--- src/design/eq2q_pkg.sv ---
`default_nettype none

package eq2q_pkg;

  // CORDIC datapath format: x, y with 30 fractional bits, z in 2^-24 degree
  localparam int CordicFrac  = 30;
  localparam int CordicWidth = 32;
  localparam logic [CordicWidth-1:0] CordicX0 = 32'd652032874;

  // Half angle fold limits, 1/256 degree
  localparam logic signed [16:0] QuarterTurn = 17'sd23040;
  localparam logic signed [16:0] HalfTurn    = 17'sd46080;

  // One CORDIC lane set: roll, pitch, yaw (index 0, 1, 2)
  typedef struct packed {
    logic [2:0][CordicWidth-1:0] x;
    logic [2:0][CordicWidth-1:0] y;
    logic [2:0][CordicWidth-1:0] z;
    logic [2:0]                  neg;
  } cordic_lanes_t;

  // atan(2^-i) in units of 2^-24 degree
  function automatic logic [CordicWidth-1:0] atan_entry(input logic [4:0] idx);
    logic [CordicWidth-1:0] v;
    case (idx)
      5'd0:    v = 32'd754974720;
      5'd1:    v = 32'd445687602;
      5'd2:    v = 32'd235489088;
      5'd3:    v = 32'd119537938;
      5'd4:    v = 32'd60000934;
      5'd5:    v = 32'd30029717;
      5'd6:    v = 32'd15018523;
      5'd7:    v = 32'd7509720;
      5'd8:    v = 32'd3754917;
      5'd9:    v = 32'd1877466;
      5'd10:   v = 32'd938734;
      5'd11:   v = 32'd469367;
      5'd12:   v = 32'd234684;
      5'd13:   v = 32'd117342;
      5'd14:   v = 32'd58671;
      5'd15:   v = 32'd29335;
      5'd16:   v = 32'd14668;
      5'd17:   v = 32'd7334;
      5'd18:   v = 32'd3667;
      5'd19:   v = 32'd1833;
      5'd20:   v = 32'd917;
      5'd21:   v = 32'd458;
      5'd22:   v = 32'd229;
      5'd23:   v = 32'd115;
      default: v = 32'd0;
    endcase
    return v;
  endfunction

endpackage

`default_nettype wire

--- src/design/eq2q_cordic_stage.sv ---
`default_nettype none

module eq2q_cordic_stage
  import eq2q_pkg::*;
#(
  parameter int STEP = 0
) (
  input  wire logic          clk,
  input  wire logic          rst,
  input  wire logic          in_valid,
  output logic               in_ready,
  input  wire cordic_lanes_t in_data,
  output logic               out_valid,
  input  wire logic          out_ready,
  output cordic_lanes_t      out_data
);

  localparam logic [CordicWidth-1:0] Atan = atan_entry(5'(STEP));

  logic          vld;
  cordic_lanes_t lanes;
  cordic_lanes_t lanes_next;
  logic          adv;

  assign adv      = !vld || out_ready;
  assign in_ready = adv;

  // One micro-rotation on all three lanes, direction from the sign of z
  always_comb begin
    logic signed [CordicWidth-1:0] dx;
    logic signed [CordicWidth-1:0] dy;
    lanes_next = in_data;
    for (int k = 0; k < 3; k++) begin
      dx = $signed(in_data.y[k]) >>> STEP;
      dy = $signed(in_data.x[k]) >>> STEP;
      if (!in_data.z[k][CordicWidth-1]) begin
        lanes_next.x[k] = in_data.x[k] - dx;
        lanes_next.y[k] = in_data.y[k] + dy;
        lanes_next.z[k] = in_data.z[k] - Atan;
      end else begin
        lanes_next.x[k] = in_data.x[k] + dx;
        lanes_next.y[k] = in_data.y[k] - dy;
        lanes_next.z[k] = in_data.z[k] + Atan;
      end
    end
  end

  always_ff @(posedge clk) begin
    if (rst) begin
      vld <= 1'b0;
    end else if (adv) begin
      vld <= in_valid;
    end
  end

  always_ff @(posedge clk) begin
    if (adv && in_valid) begin
      lanes <= lanes_next;
    end
  end

  assign out_valid = vld;
  assign out_data  = lanes;

endmodule

`default_nettype wire

--- config.mk ---
export PLATFORM = sky130hd
export DESIGN_NAME = eq2q_cordic_stage
export DESIGN_NICKNAME = d
export VERILOG_FILES = /design/src/design/eq2q_pkg.sv /design/src/design/eq2q_cordic_stage.sv
export SDC_FILE = /design/constraint.sdc
export NUM_CORES = 1
export LEC_CHECK = 0
export BUFFER_PORTS_ARGS = -buffer_cell sky130_fd_sc_hd__buf_2
export CAP_MARGIN = 20
export CORE_AREA = 2 2 226 228
export DETAILED_ROUTE_END_ITERATION = 10
export DIE_AREA = 0 0 228 230
export GPL_ROUTABILITY_DRIVEN = 0
export PLACE_DENSITY = 0.77
export REMOVE_ABC_BUFFERS = 1
export SETUP_SLACK_MARGIN = 0.15
export SYNTH_ARGS = -nofsm -noshare
export SYNTH_HDL_FRONTEND = slang
export SYNTH_SLANG_ARGS = --single-unit
--- constraint.sdc ---
create_clock -name clk -period 18.66 [get_ports clk]
set_input_delay 1.866 -clock clk [delete_from_list [all_inputs] [get_ports clk]]
set_output_delay 1.866 -clock clk [all_outputs]
set_load 0.1 [all_outputs]
# == Yosys cells after proc, flatten, opt, wreduce, memory -nomap -nowiden ==
# Cells that the tools add are included.
# totals
ff_bits,292
inputBits,295
word_cells,38
# classes
add_sub_neg,15
muxes,9
reduce_logical,3
# op_table
op,n
$mux W32,9
$sub A32 B32 Y32,6
$add A32 B30 Y32 const B,3
$add A32 B32 Y32,3
$sub A32 B30 Y32 const B,3
$logic_and A1 B1 Y1,1
$logic_not A1 Y1,1
$logic_or A1 B1 Y1,1

# == Longest topological paths before layout ==
# logic_depth
word_depth,3
ltp_mapped,12
mapped_depth_nobuf,12

# == Least setup slack after synthesis ==
# Ideal clock, no wire load.
# synth_path
kind,input to register
from,input port out_ready
to,"register lanes, in the netlist out_data[0] (enable)"
setup_time_ns,0.684
t_arrival_ns,9.289
path_slack_ns,8.688
stages,2
n_path_buf,0
cell_sequence,nand2b_1 -> and2_1
# synth_via
elab_chain_len,2
# synth_lines
item,line_no,rtl
from (decl),eq2q_cordic_stage.sv:14,"input wire logic out_ready,"
$logic_or A1 B1 Y1,eq2q_cordic_stage.sv:25,assign adv = !vld || out_ready;
$logic_and A1 B1 Y1,eq2q_cordic_stage.sv:57,if (adv && in_valid) begin
to (signal assigned),eq2q_cordic_stage.sv:58,lanes <= lanes_next;
to (decl),eq2q_cordic_stage.sv:21,cordic_lanes_t lanes;
# No other way between the ends.
# A chain may end at the register's enable or synchronous reset.

==> reports/results.tsv <==
metric	value	unit
endpoint_kind	flop	
first_global_vias	22924	
setup_viol	0	
status	completed	
cts_buffers	35	
clock_latency	550	ps
worstPathCellList	buf_2, inv_1, ha_1, o41ai_1, a311oi_1, o21ai_1, a21oi_1, o311ai_0, o21ai_0, xnor2_1	
synthToLayoutAreaGrowth	17.6	%
grt_use_total	0.306	
final_cell_mix	buf_2, a21oi_1, inv_1	
synth-async-reset-ratio	0	
powerDensity	93.4	nW/um^2
fp.dieH	230	um
seq_area	8670	sq um
min_period	4880	ps
port-buffer-count	587	
grtUsageMet1	0.391	
antenna_found_initial	20	
pin_count	588	
ys_types	95	
cp-start-kind	input pin	
cp_slowest_cell	o41ai_1	
pre_cts_slack	13420	ps
multi_input_area	15400	sq um
yosys.area_share.adder	0.155	
fin_worst_skew	21.9	ps
finalPower	2.83	mW
yosysSeqAreaShare	0.336	
cts.sinks	289	
tightest_slew	1050	ps
clkSlewWorstSetupHoldPaths	60	ps
num_vias	24627	
stdcell_area	30300	sq um
syn_area_per_cell	8.84	sq um
grt_max_degree	169	
wl_per_cell	20.4	um
post_cts_buffers	0	
muxShareOfSynthArea	0.0109	
detail-route-antenna-nets	0	
ys_ff_latch	289	
synth_edf_count	288	
hold_viol_final	0	
grt_pass1_wl	127	mm
cp.arrival	5160	ps
fmax	0.205	GHz
power_leakage	13.6	nW
first_pass_iters	7	
initial_core_util	0.517	
tritoncts	done	
cts_hold_buf	0	
stdcell_count	4128	
netlist_area	25800	sq um
gr-max-usage-layer	met2	
irDropWorstVdd	0.000100	V
placed_area	29100	sq um
synth_top_family_by_area	compound AO/OA/AOI/OAI gates	
wl	84.3	mm
hold_ws	697	ps
drv_cap	0	
grt.overflow.total	0	
layout_commonest_cell	buf_2	
nFillCells	4414	
cts_max_path_buffers	3	
drv_slew	0	
root_buffer	clkbuf_16	
fin_util	0.608	
core_region_area	49900	sq um
synthSimpleGateAreaFrac	0.126	
post_cts_resize_count	0	
route.detailed.drc	0	
crit_fanout	14	
place_hpwl	65.9	mm
via_per_inst	5.97	
core.rowCount	82	
cts_max_level	2	
fin_ws	13780	ps
drtIter0Drc	3184	
min_path_type	flop to flop	
synth_compound_area_frac	0.238	
whs_path_depth	2	
fin_setup_tns	0	ps
grt_setup_unrepaired	false	
crit_path_max_incr_delay	1020	ps
grt_use_met3	0.0682	
yosysWarnings	0	
nNetsFinal	4026	
syn_inst	2915	
met2_usage	0.499	
dieArea	52400	sq um
slew_headroom	0.288	
yosys.area_share.xor_xnor	0.0656	
r2r_cells	3	
die_w	228	um
cp.required	18940	ps
critPathKind	input pin to flop	
drive_gt1_frac	0.202	
dp.cells	4054	
finalCritPeriodShare	0.262	
ys.flop_type	edfxtp_1	
[registers in the layout, indices dropped and copies added, names as in the netlist]
name / count
out_data: 288
out_valid: 1
[layer usage]
layer	up-vias	share of wire
li1	11486	-
met1	11437	0.39
met2	1414	0.46
met3	274	0.10
met4	16	0.048
met5	-	0.0010
[critical path: cells and delay by family]
family	cells	cell delay, ps
adder cells (fa/ha/maj)	1	480
AO/OA/AOI/OAI	6	2480
buffers and inverters	2	150
XOR/XNOR	1	180
[synthesized netlist by cell type, types with 31 or more instances]
cell type    n  area share
nor2b_1     32      0.0078
edfxtp_1   288        0.34
nor3_1      61       0.012
nand4_1     32      0.0078
nand2_1    140       0.020
clkbuf_1    88       0.013
xor2_1      34       0.012
nand3_1     42      0.0082
ha_1       300        0.15
o21ai_0    195       0.038
or3_1       31      0.0075
a21o_1      74       0.022
o21bai_1    67       0.020
inv_1      309       0.045
xnor2_1    159       0.054
nor2_1     233       0.034
a21oi_1    339       0.066
[final timing paths]
check	end	slack [ps]	from
max	out_data[256]$_DFFE_PP_	13780	in_data[134]
min	out_valid$_SDFFE_PP0N_	700	out_valid$_SDFFE_PP0N_
max reg2reg	out_data[101]$_DFFE_PP_	16210	out_valid$_SDFFE_PP0N_
min reg2reg	out_valid$_SDFFE_PP0N_	700	out_valid$_SDFFE_PP0N_
[cells by family after synthesis]
logic type | count (synthesis)
buf+inv | 450
flops | 289
fa+ha+maj | 312
mux | 28
compound gates | 963
xor+xnor | 193
simple gates | 680
[area by class of cell]
class,instances,share of cell area
inverter,322,0.0399
tap,672,0.0277
clock inverter,20,0.00805
antenna,13,0.00107
clock buffer,41,0.0310
multi-input combinational,2176,0.507
sequential,289,0.286
timing repair buffer,595,0.0994
[power breakdown]
group	total, mW	internal [mW]	switching, mW
clock network	0.709	0.432	0.277
registers	0.842	0.823	0.0193
logic	1.28	0.292	0.988
No activity file was read; power rests on OpenSTA's default activity.
