===== config.mk =====
export PLATFORM = sky130hd
export DESIGN_NAME = eq2q_fold
export DESIGN_NICKNAME = d
export VERILOG_FILES = /design/src/design/eq2q_pkg.sv /design/src/design/eq2q_fold.sv
export SDC_FILE = /design/constraint.sdc
export NUM_CORES = 1
export LEC_CHECK = 0
export ABC_AREA = 0
export BUFFER_PORTS_ARGS = -buffer_cell sky130_fd_sc_hd__buf_4
export CAP_MARGIN = 40
export CORE_AREA = 2 2 133 135
export CTS_BUF_LIST = sky130_fd_sc_hd__clkbuf_8 sky130_fd_sc_hd__clkbuf_16
export CTS_CLUSTER_DIAMETER = 150
export DETAILED_ROUTE_END_ITERATION = 8
export DIE_AREA = 0 0 135 137
export PLACE_DENSITY = 0.61
export SLEW_MARGIN = 20
export SYNTH_ARGS = -nofsm -noshare
export SYNTH_HDL_FRONTEND = slang
export SYNTH_SLANG_ARGS = --single-unit

===== constraint.sdc =====
create_clock -name clk -period 3.8 [get_ports clk]
set_input_delay 0.19 -clock clk [delete_from_list [all_inputs] [get_ports clk]]
set_output_delay 0.19 -clock clk [all_outputs]
set_load 0.02 [all_outputs]

===== src/design/eq2q_pkg.sv =====
`default_nettype none

package eq2q_pkg;

  // CORDIC datapath format: x, y with 30 fractional bits, z in 2^-24 degree
  localparam int CordicFrac  = 30;
  localparam int CordicWidth = 32;
  localparam logic [CordicWidth-1:0] CordicX0 = 32'd652032874;

  // Half angle fold limits, 1/256 degree
  localparam logic signed [16:0] QuarterTurn = 17'sd23040;
  localparam logic signed [16:0] HalfTurn    = 17'sd46080;

  // One CORDIC lane set: roll, pitch, yaw (index 0, 1, 2)
  typedef struct packed {
    logic [2:0][CordicWidth-1:0] x;
    logic [2:0][CordicWidth-1:0] y;
    logic [2:0][CordicWidth-1:0] z;
    logic [2:0]                  neg;
  } cordic_lanes_t;

  // atan(2^-i) in units of 2^-24 degree
  function automatic logic [CordicWidth-1:0] atan_entry(input logic [4:0] idx);
    logic [CordicWidth-1:0] v;
    case (idx)
      5'd0:    v = 32'd754974720;
      5'd1:    v = 32'd445687602;
      5'd2:    v = 32'd235489088;
      5'd3:    v = 32'd119537938;
      5'd4:    v = 32'd60000934;
      5'd5:    v = 32'd30029717;
      5'd6:    v = 32'd15018523;
      5'd7:    v = 32'd7509720;
      5'd8:    v = 32'd3754917;
      5'd9:    v = 32'd1877466;
      5'd10:   v = 32'd938734;
      5'd11:   v = 32'd469367;
      5'd12:   v = 32'd234684;
      5'd13:   v = 32'd117342;
      5'd14:   v = 32'd58671;
      5'd15:   v = 32'd29335;
      5'd16:   v = 32'd14668;
      5'd17:   v = 32'd7334;
      5'd18:   v = 32'd3667;
      5'd19:   v = 32'd1833;
      5'd20:   v = 32'd917;
      5'd21:   v = 32'd458;
      5'd22:   v = 32'd229;
      5'd23:   v = 32'd115;
      default: v = 32'd0;
    endcase
    return v;
  endfunction

endpackage

`default_nettype wire


===== src/design/eq2q_fold.sv =====
`default_nettype none

module eq2q_fold
  import eq2q_pkg::*;
(
  input  wire logic          clk,
  input  wire logic          rst,
  input  wire logic          in_valid,
  output logic               in_ready,
  input  wire logic [47:0]   in_data,   // roll, pitch, yaw from bit 0 up
  output logic               out_valid,
  input  wire logic          out_ready,
  output cordic_lanes_t      out_data
);

  logic          vld;
  cordic_lanes_t lanes;
  cordic_lanes_t lanes_next;
  logic          adv;

  assign adv      = !vld || out_ready;
  assign in_ready = adv;

  // Fold each half angle into +-90 degrees and seed the rotation
  always_comb begin
    logic signed [16:0] a;
    logic signed [16:0] af;
    lanes_next = '0;
    for (int k = 0; k < 3; k++) begin
      a  = 17'($signed(in_data[16*k +: 16]));
      af = a;
      lanes_next.neg[k] = 1'b0;
      if (a > QuarterTurn) begin
        af = a - HalfTurn;
        lanes_next.neg[k] = 1'b1;
      end else if (a < -QuarterTurn) begin
        af = a + HalfTurn;
        lanes_next.neg[k] = 1'b1;
      end
      lanes_next.x[k] = CordicX0;
      lanes_next.y[k] = '0;
      lanes_next.z[k] = {af[15:0], 16'd0};
    end
  end

  always_ff @(posedge clk) begin
    if (rst) begin
      vld <= 1'b0;
    end else if (adv) begin
      vld <= in_valid;
    end
  end

  always_ff @(posedge clk) begin
    if (adv && in_valid) begin
      lanes <= lanes_next;
    end
  end

  assign out_valid = vld;
  assign out_data  = lanes;

endmodule

`default_nettype wire


Word level (Yosys, flattened, before mapping). Index checks and enable logic that the tools add are counted.

Register bits: 52. Bits of input ports: 52. Word-level logic and storage cells: 31.

Muxes and demuxes: 9. Reductions and logical operators: 3. Order comparisons: 6. Add/subtract/negate cells: 6.

Operator list (number): $mux W16 (6); $add A16 B16 Y16 const B (3); $gt A16 B16 Y1 const B (3); $lt A16 B16 Y1 const B (3); $sub A16 B16 Y16 const B (3); $mux W1 (3); $logic_and A1 B1 Y1 (1); $logic_not A1 Y1 (1); $logic_or A1 B1 Y1 (1).

Longest topological paths before layout. Gate-level depths: netlist of run 1.

Depth after elaboration: 3. Mapped depth: 7. Mapped depth without buffers: 7.

Least setup slack after synthesis of run 1. OpenSTA, ideal clock, no wires.

Kind: flip-flop to flip-flop. From: register vld, in the netlist out_valid. To: register lanes, in the netlist out_data[0], enable pin. Slack: 1.513 ns. Stages on the path, launching flop included: 3. Clock period less this slack: 2.287 ns. Data required time: 3.386 ns. Data arrival time: 1.874 ns. Library setup time: 0.414 ns. Cell sequence: dfxtp_1 > nand2b_1 > and2_1.

Word-level cells in the longest chain between the ends: 3.

RTL lines: start: declaration (RTL line eq2q_fold.sv:16) `logic vld;`; start signal: assignment (RTL line eq2q_fold.sv:50) `vld <= in_valid;`; $logic_not A1 Y1 (RTL line eq2q_fold.sv:21) `assign adv = !vld || out_ready;`; $logic_or A1 B1 Y1 (RTL line eq2q_fold.sv:21); net in_ready (RTL line eq2q_fold.sv:9) `output logic in_ready,`; $logic_and A1 B1 Y1 (RTL line eq2q_fold.sv:55) `if (adv && in_valid) begin`; end signal: assignment (RTL line eq2q_fold.sv:56) `lanes <= lanes_next;`; end: declaration (RTL line eq2q_fold.sv:17) `cordic_lanes_t lanes;`.

The timed path passes the listed nets, and every way through them passes these cells. A chain may end at the register's enable or synchronous reset.

Worst setup path in the final report of run 1.
From: register vld, in the netlist out_valid. To: register lanes, in the netlist out_data[97], enable pin.

Word-level cells in the longest chain between the ends: 3.

RTL lines (RTL line): $logic_not A1 Y1 (eq2q_fold.sv:21); $logic_or A1 B1 Y1 (eq2q_fold.sv:21); $logic_and A1 B1 Y1 (eq2q_fold.sv:55).

Every way passes these cells.

==> results of run 1 <==
-- routing by layer --
layer | vias up | share of wire | track usage
li1 | 1142 | - | -
met1 | 1111 | 0.36 | 0.0759
met2 | 189 | 0.50 | 0.117
met3 | 6 | 0.13 | 0.0174
met4 | 0 | 0.014 | 0.0278
met5 | - | 0 | 0
-- report_power, final --
group	internal (mW)	leakage, nW	switching (mW)
Combinational	0.114	1.65	0.356
Sequential	0.679	0.503	0.00988
Clock	0.243	0.0712	0.197
Total	1.04	2.22	0.563
-- synth_stat cells, types with 2 or more instances --
cell type	instances	area (um2)
a211o_1	4	35.0
a211oi_1	4	30.0
a21oi_1	7	35.0
a31o_2	2	17.5
a31oi_1	3	18.8
buf_4	241	1810
clkbuf_1	2	7.51
conb_1	2	7.51
edfxtp_1	51	1530
ha_1	12	150
inv_1	13	48.8
nand2_1	13	48.8
nand3_1	2	10.0
nand4b_1	2	17.5
nor2_1	9	33.8
nor3_1	7	35.0
nor4_1	4	25.0
o21ai_0	9	45.0
o22ai_1	4	25.0
xnor2_1	4	35.0
xor2_1	2	17.5
-- worst paths after layout --
path | startpoint | end | slack, ps | depth (start not counted)
worst max-delay path | out_valid$_SDFFE_PP0N_ | out_data[97]$_DFFE_PP_ | 2080 | 3
worst min-delay path | rst | out_valid$_SDFFE_PP0N_ | 40 | 2
worst max register to register | out_valid$_SDFFE_PP0N_ | out_data[97]$_DFFE_PP_ | 2080 | 3
worst min register to register | out_valid$_SDFFE_PP0N_ | out_valid$_SDFFE_PP0N_ | 530 | 2
-- final cells by class --
type,count,share of cell area
Clock buffer,5,0.0277
Inverter,13,0.0108
Timing Repair Buffer,105,0.174
Multi-Input combinational cell,351,0.377
Clock inverter,3,0.00443
Tap cell,225,0.0623
Sequential cell,52,0.343
-- cell families (layout without fill, tap and decap cells) --
family                     count (synthesis)  count (layout)  share of synthesized area
buffers and inverters                    258             126                      0.443
DFF                                       52              52                      0.365
and+or+nand+nor                           49              49                     0.0666
AOI/OAI and AO/OA                         42              42                     0.0701
adders and majority gates                 12              12                     0.0354
xor gates and xnor gates                   6               6                     0.0124
other                                      2             240                    0.00177
muxes                                      2               2                    0.00501
-- metrics by stage --
| stage | hold WS, ps | power [mW] | cells | worst slack (ps) |
|---|---|---|---|---|
| 2_1_floorplan | 259 | 1.22 | 661 | 1510 |
| 3_3_place_gp | 349 | 1.17 | 746 | 1890 |
| 3_5_place_dp | 348 | 1.17 | 746 | 1810 |
| 4_1_cts | 35.5 | 1.61 | 754 | 2030 |
| 5_1_grt | 37.3 | 1.68 | 754 | 1920 |
| 6_report | 43.0 | 1.60 | 754 | 2080 |
-- state kept, by name (all words and copies together), names as in the netlist --
name,count
out_data,51
out_valid,1
==> results.cfg, run 1 <==
[logic_synthesis]
synthesis.area_um2 = 4250
synthCells = 423
synth-seq-cells = 52
ys_seq_area_frac = 0.365
synth_edf_count = 51
async_reset_ff_frac = 0
yosys_warnings = 0
ys.flop_type = edfxtp_1
synth_cell_type_count = 47
avgSynthCellArea_um2 = 10.0

[critical_path]
timing.critical_path.cells = nand2b_1 > and2_2 > buf_4
critPathLaunchType = flop
worst_path_max_delay_cell = and2_2
critPathTopFamily = simple AND/OR/NAND/NOR gates
crit_arrival_ps = 1670
cp-end-kind = flop
critPathMaxFanout = 32
cp.required_ps = 3750
cpPeakStageDelay_ps = 470
worst-setup-path-type = reg2reg
path_buf_inv = 1

[floorplanning]
die_y_um = 137
io_pins = 345
start_util = 0.249
rows = 48
die_w_um = 135
fp.dieArea_um2 = 18500
core_um2 = 17100

[clocking]
clock_latency_ps = 290
htreeDepth = 2
cts_buffers = 5
clk_path_buf_depth = 2
post_cts_resized = 0
post_cts_buffers = 0
path_clk_slew_ps = 70
cts_tree = yes
cts_root_buffer = clkbuf_16
clock-sinks = 52
cts_hold_buf = 0

[finish]
multi_input_area_um2 = 1710
fin_area_um2 = 4520
fillers = 1871
drive_above_1_share = 0.229
utilization = 0.265
mostFrequentLayoutCells = conb_1 (240), buf_4 (105), edfxtp_1 (51)
final-seq-area_um2 = 1550
area_delta_synth_final_pct = 6.51
antennaDiodeCount = 0
nNetsFinal = 592
layout_commonest_cell = conb_1

[grt]
grtUsageTotal = 0.0662
grt_pass1_vias = 1788
antenna_found_initial = 0
grt_max_degree = 33
grt.overflow.total = 0
grt_first_pass_wirelength_um = 9390

[placement]
hpwl_um = 6290
placed_area_um2 = 4380
globalplace.congestion = 0.781
io_buffers = 104

[flow_run]
drv_cap = 0

[route]
vias_per_cell = 3.25
detail_route.wl_per_cell_um = 9.97
drt_wl_total_um = 7520
antenna_left = 0
initialDrtViolationCount = 55
num_vias = 2448
drc = 0
dr.pass1.iters = 4

[timing]
final.setup.tns_ps = 0
setup_viol = 0
drv_slew = 0
timing.final.hold_violations = 0
relSlewSlack = 0.656
tightest_slew_ps = 511
fmax_mhz = 580
final.period_utilization = 0.454
rsz0062_at_grt = false
final.min_clock_period_ps = 1720
fin_skew_ps = 4.28

[run_status]
status = finished clean

[worst_hold_path]
hold_class = in2reg

[power]
p_leak_nw = 2.22
power.density_nw_per_um2 = 354
ir_worst_vdd_mv = 0.233
(Power assumes the default switching activity.)
==> run 2, diff against run 1 <==
--- a/config.mk
+++ b/config.mk
@@ -8,12 +8,12 @@
 export ABC_AREA = 0
 export BUFFER_PORTS_ARGS = -buffer_cell sky130_fd_sc_hd__buf_4
 export CAP_MARGIN = 40
-export CORE_AREA = 2 2 133 135
+export CORE_AREA = 2 2 134 136
 export CTS_BUF_LIST = sky130_fd_sc_hd__clkbuf_8 sky130_fd_sc_hd__clkbuf_16
 export CTS_CLUSTER_DIAMETER = 150
 export DETAILED_ROUTE_END_ITERATION = 8
-export DIE_AREA = 0 0 135 137
-export PLACE_DENSITY = 0.61
+export DIE_AREA = 0 0 136 138
+export PLACE_DENSITY = 0.6
 export SLEW_MARGIN = 20
 export SYNTH_ARGS = -nofsm -noshare
 export SYNTH_HDL_FRONTEND = slang
==> constraint.sdc (replaced) <==
create_clock -name clk -period 1.7 [get_ports clk]
set_input_delay 0.085 -clock clk [delete_from_list [all_inputs] [get_ports clk]]
set_output_delay 0.085 -clock clk [all_outputs]
set_load 0.02 [all_outputs]
==> results.cfg, run 2 (synthesis gave the netlist of run 1 again) <==
[clocking]
htreeDepth = 2
clk_path_buf_depth = 2
clock_latency_ps = 290
cts_tree = yes
clock-sinks = 52
cts_buffers = 5
path_clk_slew_ps = 70
cts_root_buffer = clkbuf_16

[critical_path]
cp-end-kind = flop
cp.required_ps = 1740
critPathMaxFanout = 6
worst-setup-path-type = in2reg
critPathLaunchType = input port
crit_arrival_ps = 1700

[grt]
grt_first_pass_wirelength_um = 10800
grtUsageMet3 = 0.0191
grt_max_degree = 52
use_met1 = 0.0745
grt_pass1_vias = 2150
grt.overflow.total = 0
antenna_found_initial = 1
top_usage_layer = met2
met2_usage = 0.133
grtUsageTotal = 0.0727

[route]
vias_per_cell = 3.33
num_vias = 2670
antenna_left = 0
detail_route.wl_per_cell_um = 10.1
initialDrtViolationCount = 101
drc = 0
drt_wl_total_um = 8080
dr.pass1.iters = 4

[floorplanning]
io_pins = 345
start_util = 0.242
core_um2 = 17500
die_w_um = 136
rows = 49
fp.dieArea_um2 = 18800
die_y_um = 138

[finish]
nNetsFinal = 635
largest_register_ffs = 51
mostFrequentLayoutCells = conb_1 (240), buf_4 (116), edfxtp_1 (51)
area_delta_synth_final_pct = 18.0
fillers = 1878
drive_above_1_share = 0.247
layout_commonest_cell = conb_1

[power]
power.density_nw_per_um2 = 762
ir_worst_vdd_mv = 0.665
p_total_mw = 3.82
p_leak_nw = 2.43

[worst_hold_path]
hold_class = in2reg

[placement]
io_buffers = 104
dp_slack_ps = -167
hpwl_um = 6370
globalplace.congestion = 0.841

[timing]
fmax_mhz = 602
timing.final.hold_violations = 0
fin_skew_ps = 6.41
final.period_utilization = 0.977
drv_slew = 0
worst_slack_ps = 38.7
rsz0062_at_grt = false
setup_viol = 0
final.setup.tns_ps = 0
final.min_clock_period_ps = 1660

[run_status]
status = finished clean

[flow_run]
drv_cap = 0
[run 2: metrics by stage]
| stage | utilization | instance area [um2] | hold WS [ps] | std cells |
|---|---|---|---|---|
| final | 0.286 | 5010 | 18.3 | 802 |
| after detailed placement | 0.255 | 4480 | 258 | 761 |
| after global placement | 0.255 | 4480 | 248 | 761 |
| after CTS | 0.282 | 4940 | 3.85 | 798 |
| after global routing | 0.286 | 5010 | 8.42 | 801 |
| after floorplan | - | 5140 | 154 | 661 |
[run 2: timing repair]
item,4_1_cts,5_1_grt
setup buffers,0,3
endpoints found under the hold margin,29,1
resized for setup,0,9
setup endpoints to repair,0,9
hold buffers,29,1
[run 2: critical path, cell delays in order]
cell,delay (ps)
dlygate4sd3_1,540
buf_4,150
nor4_2,250
nand4b_1,130
nand4b_1,250
o22ai_1,150
xor2_1,150
[run 2: power breakdown]
group          leakage [nW]  internal (mW)  switching [mW]
registers             0.503           1.52          0.0239
logic                  1.85          0.325           0.820
clock network        0.0798          0.691           0.439
[run 2: area by class of cell]
type,instances,area (um2),share of cell area
flip-flops and latches,52,1550,0.310
diodes,1,2.50,0.000500
inverters,13,48.8,0.00974
well taps,229,287,0.0572
clock buffers,5,125,0.0250
clock inverters,3,42.5,0.00849
repair buffers,148,1200,0.240
multi-input cells,351,1750,0.349
[run 2: path summary, 6_finish.rpt]
| kind | from | end | slack (ps) | cells after the start |
|---|---|---|---|---|
| setup / recovery | in_data[2] | out_data[32]$_DFFE_PP_ | 40 | 7 |
| hold / removal | in_data[25] | out_data[60]$_DFFE_PP_ | 20 | 1 |
| setup reg to reg | out_valid$_SDFFE_PP0N_ | out_data[29]$_DFFE_PP_ | 500 | 3 |
| hold reg to reg | out_valid$_SDFFE_PP0N_ | out_valid$_SDFFE_PP0N_ | 540 | 2 |
[run 2: per-layer routing]
metal  part of all wire  vias to the layer above  wire length [um]
li1                   -                     1229                 -
met1               0.34                     1233              2750
met2               0.51                      198              4090
met3               0.13                       10              1040
met4              0.024                        0               194
met5                  0                        -                 0
==> run 3, diff against run 2 <==
--- a/config.mk
+++ b/config.mk
@@ -6,14 +6,14 @@
 export NUM_CORES = 1
 export LEC_CHECK = 0
 export ABC_AREA = 0
-export BUFFER_PORTS_ARGS = -buffer_cell sky130_fd_sc_hd__buf_4
 export CAP_MARGIN = 40
-export CORE_AREA = 2 2 134 136
+export CORE_AREA = 2 2 133 135
 export CTS_BUF_LIST = sky130_fd_sc_hd__clkbuf_8 sky130_fd_sc_hd__clkbuf_16
 export CTS_CLUSTER_DIAMETER = 150
 export DETAILED_ROUTE_END_ITERATION = 8
-export DIE_AREA = 0 0 136 138
-export PLACE_DENSITY = 0.6
+export DIE_AREA = 0 0 135 137
+export DONT_BUFFER_PORTS = 1
+export PLACE_DENSITY = 0.43
 export SLEW_MARGIN = 20
 export SYNTH_ARGS = -nofsm -noshare
 export SYNTH_HDL_FRONTEND = slang
==> results.cfg, run 3 (synthesis gave the netlist of run 1 again) <==
[grt]
grt.overflow.total = 0
grt_pass1_vias = 1843
antenna_found_initial = 0
grt_max_degree = 30
grtUsageTotal = 0.0746
grt_first_pass_wirelength_um = 10700

[finish]
antennaDiodeCount = 0
area_delta_synth_final_pct = -1.59
largest_register_ffs = 51
fillers = 1868
nNetsFinal = 532
utilization = 0.245
mostFrequentLayoutCells = conb_1 (240), edfxtp_1 (51), dlygate4sd3_1 (35)
drive_above_1_share = 0.0576
layout_commonest_cell = conb_1

[critical_path]
crit_arrival_ps = 1710
critPathMaxFanout = 2
critPathLaunchType = flop
critPathTopFamily = buffers and inverters
timing.critical_path.cells = nand2b_1 > buf_4 > a21oi_1 > dlygate4sd3_1
critical_path_depth = 4
cpPeakStageDelay_ps = 550
path_buf_inv = 2
cp.required_ps = 1930
rr_worst_depth = 4
worst_path_max_delay_cell = dlygate4sd3_1
cp-end-kind = flop
critPathLaunch = out_valid$_SDFFE_PP0N_
reg2reg_from = out_valid$_SDFFE_PP0N_
worst-setup-path-type = reg2reg

[timing]
rsz0062_at_grt = false
final.min_clock_period_ps = 1480
final.setup.tns_ps = 0
fmax_mhz = 677
drv_slew = 0
setup_viol = 0
fin_skew_ps = 6.65
timing.final.hold_violations = 0
final.period_utilization = 0.869

[clocking]
cts_root_buffer = clkbuf_16
path_clk_slew_ps = 70
cts_buffers = 5
cts_tree = yes
post_cts_buffers = 0
htreeDepth = 2
clk_path_buf_depth = 2
clock-sinks = 52
post_cts_resized = 0
clock_latency_ps = 290

[placement]
globalplace.congestion = 0.749
hpwl_um = 6600
io_buffers = 0

[route]
vias_per_cell = 3.30
dr.pass1.iters = 4
initialDrtViolationCount = 113
detail_route.wl_per_cell_um = 12.0
antenna_left = 0
drc = 0
num_vias = 2290
drt_wl_total_um = 8290

[floorplanning]
io_pins = 345
core_um2 = 17100
fp.dieArea_um2 = 18500
die_y_um = 137
die_w_um = 135
rows = 48
start_util = 0.249

[worst_hold_path]
hold_class = in2reg
holdPathStages = 2
hold_start = in_data[31]

[power]
p_leak_nw = 1.92
p_total_mw = 3.46
ir_worst_vdd_mv = 0.329
power.density_nw_per_um2 = 829

[flow_run]
drv_cap = 0

[run_status]
status = finished clean
[run 3: cell types whose count changed in the layout (fill, tap and decap cells not counted), moves of 2 or more]
| cell | previous run | this run |
|---|---|---|
| nor4_2 | 3 | 0 |
| nor4_1 | 1 | 4 |
| buf_4 | 116 | 9 |
| dlygate4sd3_1 | 30 | 35 |
| inv_6 | 0 | 2 |
[run 3: final cells by class]
class | count | area (um2) | area share
tap | 225 | 282 | 0.0674
clock buffer | 5 | 125 | 0.0299
timing repair buffer | 45 | 438 | 0.105
sequential | 52 | 1550 | 0.371
multi-input combinational | 351 | 1710 | 0.409
clock inverter | 3 | 25.0 | 0.00599
inverter | 13 | 48.8 | 0.0117
[run 3: metal layers]
layer / track usage / wire [um] / up-vias
met1: 0.0839 / 2950 / 1090
met2: 0.129 / 4270 / 177
li1: - / - / 1019
met3: 0.0307 / 1020 / 4
met4: 0.0226 / 53 / 0
met5: 0 / 0 / -
[run 3: path summary, 6_finish.rpt]
kind                                          endpoint  slack [ps]
worst max-delay path            out_valid$_SDFFE_PP0N_         220
worst min-delay path            out_data[66]$_DFFE_PP_          10
worst max register to register  out_valid$_SDFFE_PP0N_         220
worst min register to register  out_data[30]$_DFFE_PP_        1000
[run 3: metrics by stage]
step / setup slack (ps) / cells / hold WS (ps) / area (um2)
after floorplan: 175 / 661 / 154 / 5140
after global placement: 12.8 / 651 / 156 / 3680
after detailed placement: 1.70 / 651 / 164 / 3680
after CTS: 202 / 694 / 6.47 / 4180
after global routing: 153 / 694 / 14.5 / 4180
final: 222 / 694 / 14.4 / 4180
[run 3: worst register-to-register path, delay by kind of cell, from the launching register on]
family	cells	cell delay [ps]
buf+inv	2	720
flops	1	460
compound gates	1	140
simple gates	1	110
[run 3: timing repair]
| action | in CTS | in global routing |
|---|---|---|
| hold endpoints to repair | 34 | 0 |
| hold buffers | 35 | 0 |
| setup endpoints to repair | 0 | 0 |
[run 3: power breakdown]
group	switching, mW	total, mW	internal [mW]
Combinational	0.613	0.764	0.151
Sequential	0.145	1.67	1.52
Clock	0.474	1.03	0.557
Total	1.23	3.46	2.23
